===== config.mk =====
export PLATFORM = sky130hd
export DESIGN_NAME = dtfm_ram
export DESIGN_NICKNAME = d
export VERILOG_FILES = /design/src/rtl/dtfm_ram.sv
export SDC_FILE = /design/constraint.sdc
export NUM_CORES = 1
export LEC_CHECK = 0
export BUFFER_PORTS_ARGS = -buffer_cell sky130_fd_sc_hd__buf_2
export CAP_MARGIN = 20
export CORE_ASPECT_RATIO = 0.8
export CORE_MARGIN = 3
export CORE_UTILIZATION = 45
export CTS_BUF_LIST = sky130_fd_sc_hd__clkbuf_4 sky130_fd_sc_hd__clkbuf_8
export DETAILED_ROUTE_END_ITERATION = 12
export SKIP_CTS_REPAIR_TIMING = 1
export SLEW_MARGIN = 20
export SYNTH_ARGS = -nofsm -noshare
export SYNTH_HDL_FRONTEND = slang
export SYNTH_SLANG_ARGS = --single-unit
export TNS_END_PERCENT = 100

===== constraint.sdc =====
create_clock -name clk_i -period 4.6 [get_ports clk_i]
set_input_delay 1.15 -clock clk_i [delete_from_list [all_inputs] [get_ports clk_i]]
set_output_delay 1.15 -clock clk_i [all_outputs]
set_load 0.01 [all_outputs]

===== src/rtl/dtfm_ram.sv =====
module dtfm_ram #(
  parameter int Width = 8,
  parameter int Depth = 32,
  localparam int AddrW = $clog2(Depth)
) (
  input  logic             clk_i,
  input  logic             we_i,
  input  logic [AddrW-1:0] waddr_i,
  input  logic [Width-1:0] wdata_i,
  input  logic             re_i,
  input  logic [AddrW-1:0] raddr_i,
  output logic [Width-1:0] rdata_o
);

  logic [Width-1:0] mem_q [Depth];
  logic [Width-1:0] rdata_q;

  always_ff @(posedge clk_i) begin
    if (we_i) mem_q[waddr_i] <= wdata_i;
    if (re_i) rdata_q <= mem_q[raddr_i];
  end

  assign rdata_o = rdata_q;

endmodule


==> results of run 1 <==
## cell type report
type	count	area [um^2]	share of cell area, %
flip-flops and latches	264	7930	69.8
multi-input cells	133	2100	18.5
clock buffers	52	659	5.81
well taps	300	375	3.30
repair buffers	31	190	1.67
clock inverters	19	106	0.936
## per-stage QoR
| step | utilization, % | cell area, um^2 | power (mW) | hold WS [ns] |
|---|---|---|---|---|
| 2_1_floorplan | - | 10100 | 2.89 | 0.941 |
| 3_3_place_gp | 48.5 | 10600 | 2.99 | 0.964 |
| 3_5_place_dp | 48.5 | 10600 | 3.00 | 0.969 |
| 4_1_cts | 52.0 | 11400 | 4.86 | 0.974 |
| 5_1_grt | 52.0 | 11400 | 4.99 | 0.973 |
| 6_report | 52.0 | 11400 | 4.81 | 0.985 |
## report_power, final
| group | switching [mW] | internal [mW] |
|---|---|---|
| combinational | 0.143 | 0.106 |
| clock | 0.877 | 0.991 |
| sequential | 0.0108 | 2.69 |
| total | 1.03 | 3.78 |
## sequential cells by signal (all words and copies together) (netlist names)
| name | count |
|---|---|
| mem_q | 256 |
| rdata_o | 8 |
## kinds of logic (layout without fill, tap and decap cells)
family | count (synthesis) | count (layout) | share of synthesized area, %
AND/OR/NAND/NOR | 45 | 45 | 2.05
buffers and inverters | 20 | 102 | 1.05
multiplexers | 88 | 88 | 18.7
flip-flops | 264 | 264 | 78.2
## cell usage after synthesis
master / instances
buf_1: 6
buf_2: 1
buf_4: 6
buf_6: 1
clkbuf_1: 6
edfxtp_1: 264
mux2_2: 8
mux4_2: 80
nand2_1: 1
nand3_1: 2
nand3b_1: 5
nor2_1: 33
or3_1: 1
or3b_2: 3
## worst paths after layout
check / start / endpoint / slack [ns] / depth (start not counted)
setup / recovery: raddr_i[0] / rdata_o[4] / 1.62 / 5
hold / removal: mem_q[22][2] / rdata_o[2] / 0.98 / 3
setup reg to reg: mem_q[13][4] / rdata_o[4] / 2.60 / 3
hold reg to reg: mem_q[22][2] / rdata_o[2] / 0.98 / 3
## tightest hold or removal path: stages (launching register included)
cell	delay, ns
edfxtp_1	0.31
mux4_2	0.22
mux4_2	0.22
mux2_2	0.13
## layer usage
layer,vias to the layer above,wire [um],GRT usage [%],share of wire (%)
met5,-,0,0,0
met4,0,381,5.03,1.8
met3,33,1650,4.58,7.7
met2,173,9690,26.0,45
met1,2421,9750,28.2,45
li1,1898,-,-,-
==> impl_metrics.tcl, run 1 <==
set metrics [dict create \
    cp.required_ns 4.87 \
    layout_common_cells "edfxtp_1 (264), mux4_2 (80), clkbuf_8 (43), nor2_1 (33), buf_2 (27)" \
    detail_route.wl_per_cell_um 26.9 \
    drcViolationCount 0 \
    fin_ws_ns 1.62 \
    drive_above_1_share_pct 36.1 \
    fmax_ghz 0.336 \
    crit_slowest_cell "mux4_2" \
    grt_pass1_wl_mm 32.0 \
    worstMarginPinSlew_ns 0.969 \
    crit_family "multiplexers" \
    final_antenna_net_count 0 \
    htreeDepth 2 \
    viasPerCell 5.66 \
    die_area_mm2 0.0244 \
    crit_fanout 35 \
    syn_nets 438 \
    n_fill_cell 1701 \
    dpl.hpwl_mm 12.8 \
    io_pins 29 \
    status "complete, no violations" \
    maxCapViolations 0 \
    finalWeightedCongestion 0.770 \
    finalSetupViolCount 0 \
    rsz0062_at_grt "no" \
    ys_types 14 \
    final_common_cell "edfxtp_1" \
    grt_usage_pct 18.2 \
    nets 492 \
    worstPathArrival_ns 3.25 \
    rows 48 \
    fin_cells 799 \
    syn_inst 417 \
    initial_core_util_pct 46.4 \
    root_buffer "clkbuf_8" \
    cpMostUsedCell "mux4_2" \
    synth_area_per_cell_um2 24.3 \
    synthTopCellsByArea "edfxtp_1 (78%), mux4_2 (18%), nor2_1 (1.2%)" \
    antenna_cells 0 \
    cts.sinks 264 \
    endpoint_kind "flip-flop" \
    tns_ns 0 \
    grt_max_degree 65 \
    slew_headroom_pct 35.2 \
    skew_ns 0.0259 \
    num_vias 4525 \
    start_kind "input port" \
    finalWirelength_mm 21.5 \
    core_area_mm2 0.0219 \
    cts_tree "done" \
    fp.dieH_um 140 \
    cpPeakStageDelay_ns 0.59 \
    post-route-period-util_pct 64.7 \
    yosysTopAreaCell "edfxtp_1" \
    min_period_ns 2.98 \
    grt-ovfl-total 0 \
    ys_seq_area_share_pct 78.2 \
    yosys_warnings 0 \
    p_leak_nw 3.51 \
    ys_seq_elements 264 \
    synth.top_cell.area_share_pct 78.2 \
    clkLatencyLatePin_ns 0.54 \
    crit_buf_inv 2 \
    post-place-cells 728 \
    netlist_area_mm2 0.0101 \
    ir_drop_uv 302 \
    power_density_mw_per_mm2 424 \
    antenna_found_initial 0 \
    clk_pin_slew_worst_paths_ns 0.06 \
    crit_chain "buf_4 > buf_12 > mux4_2 > mux4_2 > mux2_2" \
    cts.path.max_buffers 3 \
    die_w_um 174 \
    min_path_type "reg -> reg" \
    hold_viol 0 \
    grt_pass1_vias 4734 \
    dr.pass1.iters 5 \
    final-max-slew-violation-count 0 \
    cts_buffers 41 \
    area_growth_pct 12.1 \
    place.port_buffers 28 \
    drtIter0Drc 369 \
    pre_cts_slack_ns 1.03 \
    critPathKind "in -> reg" \
]
No activity file was read; power rests on OpenSTA's default activity.
==> run 2, diff against run 1 <==
==> constraint.sdc (replaced) <==
create_clock -name clk_i -period 3.1 [get_ports clk_i]
set_input_delay 0.775 -clock clk_i [delete_from_list [all_inputs] [get_ports clk_i]]
set_output_delay 0.775 -clock clk_i [all_outputs]
set_load 0.01 [all_outputs]
==> impl_metrics.tcl, run 2 (synthesis gave the netlist of run 1 again) <==
set metrics [dict create \
    top_register "mem_q" \
    worstHoldStart "re_i" \
    dpl.hpwl_mm 13.6 \
    min_path_type "in -> reg" \
    status "complete, no violations" \
    cts.sinks 264 \
    die_w_um 174 \
    root_buffer "clkbuf_8" \
    grt_pass1_vias 4854 \
    rsz0062_at_grt "no" \
    skew_ns 0.0117 \
    maxCapViolations 0 \
    clk_pin_slew_worst_paths_ns 0.06 \
    nets 528 \
    critPathKind "in -> reg" \
    worstPathArrival_ns 2.60 \
    drive_above_1_share_pct 41.1 \
    start_kind "input port" \
    grt_pass1_wl_mm 32.6 \
    largest_register_ffs 256 \
    crit_cells 5 \
    tns_ns 0 \
    min_period_ns 2.32 \
    holdPathEnd "rdata_o[0]" \
    n_fill_cell 1712 \
    r2r-end "rdata_o[4]" \
    fmax_ghz 0.430 \
    core_area_mm2 0.0219 \
    cpPeakStageDelay_ns 0.57 \
    final-max-slew-violation-count 0 \
    dr.pass1.iters 5 \
    die_area_mm2 0.0244 \
    power_density_mw_per_mm2 626 \
    antenna_found_initial 0 \
    finalWirelength_mm 22.2 \
    ir_drop_uv 354 \
    p_leak_nw 3.76 \
    final_antenna_net_count 0 \
    slew_headroom_pct 56.7 \
    rrSetupSlack_ns 1.13 \
    layout_common_cells "edfxtp_1 (264), mux4_2 (80), clkbuf_8 (45), buf_4 (34), nor2_1 (33)" \
    endpoint_kind "flip-flop" \
    worstMarginPinSlew_ns 0.649 \
    rows 48 \
    cp.required_ns 3.37 \
    final_common_cell "edfxtp_1" \
    cts.path.max_buffers 3 \
    finalWeightedCongestion 0.797 \
    place.port_buffers 28 \
    grt_usage_pct 18.6 \
    finalSetupViolCount 0 \
    io_pins 29 \
    total_power_mw 7.34 \
    drtIter0Drc 505 \
    post-route-period-util_pct 75.0 \
    crit_slowest_cell "mux4_2" \
    hold_viol 0 \
    crit_family "multiplexers" \
    r2r_start "mem_q[24][4]" \
    grt-ovfl-total 0 \
    fp.dieH_um 140 \
    initial_core_util_pct 46.4 \
    htreeDepth 2 \
    crit_buf_inv 2 \
    crit_chain "buf_4 > buf_12 > mux4_2 > mux4_2 > mux2_2" \
    detail_route.wl_per_cell_um 26.4 \
    cts_buffers 42 \
    num_vias 4703 \
    cts_tree "done" \
    rr_worst_depth 3 \
    crit_fanout 21 \
    area_growth_pct 15.8 \
    drcViolationCount 0 \
    clkLatencyLatePin_ns 0.52 \
    hold_depth 1 \
    cpMostUsedCell "mux4_2" \
    grt_max_degree 65 \
    viasPerCell 5.61 \
]
==> run 2: report_power, final <==
group | switching [mW] | internal, mW | leakage, nW
clock network | 1.28 | 1.68 | 0.446
logic | 0.221 | 0.169 | 0.931
registers | 0.0133 | 3.99 | 2.38
total | 1.51 | 5.83 | 3.76
==> run 2: metal layers <==
layer  vias to the layer above  share of wire [%]  routed length [um]  track usage [%]
met2                       167                 44                9800             26.6
met3                        27                5.9                1300             3.66
met5                         -                  0                   0                0
li1                       1976                  -                   -                -
met4                         0                1.3                 280             4.02
met1                      2533                 49               10800             30.0
==> run 2: how the worst max path moves through the flow <==
stage,from,endpoint,slack [ns]
after floorplan,raddr_i[2],rdata_o[0],0.38
after global placement,raddr_i[0],rdata_o[4],0.22
after detailed placement,raddr_i[0],rdata_o[4],0.22
after CTS,raddr_i[0],rdata_o[4],0.78
after global routing,raddr_i[0],rdata_o[4],0.74
final,raddr_i[0],rdata_o[4],0.78
==> run 2: final cells by class <==
cell class	count	area, um^2	share of cell area (%)
tap	300	375	3.20
multi-input combinational	133	2100	17.9
antenna	1	2.50	0.0213
clock buffer	60	732	6.24
clock inverter	15	111	0.949
sequential	264	7930	67.5
timing repair buffer	66	490	4.18
==> run 2: worst register-to-register path, stage by stage (launching register included) <==
cell	delay [ns]
edfxtp_1	0.38
mux4_2	0.51
mux4_2	0.54
mux2_2	0.29
==> run 2: through the flow <==
stage                     instances  setup slack, ns  hold WS, ns  instance area (um^2)  utilization [%]
after floorplan                 417            0.383        0.874                 10100                -
after global placement          763            0.217        0.965                 10900             49.8
after detailed placement        763            0.225        0.975                 10900             49.8
after CTS                       838            0.781        0.613                 11700             53.7
after global routing            838            0.743        0.620                 11700             53.7
final                           839            0.776        0.653                 11700             53.7
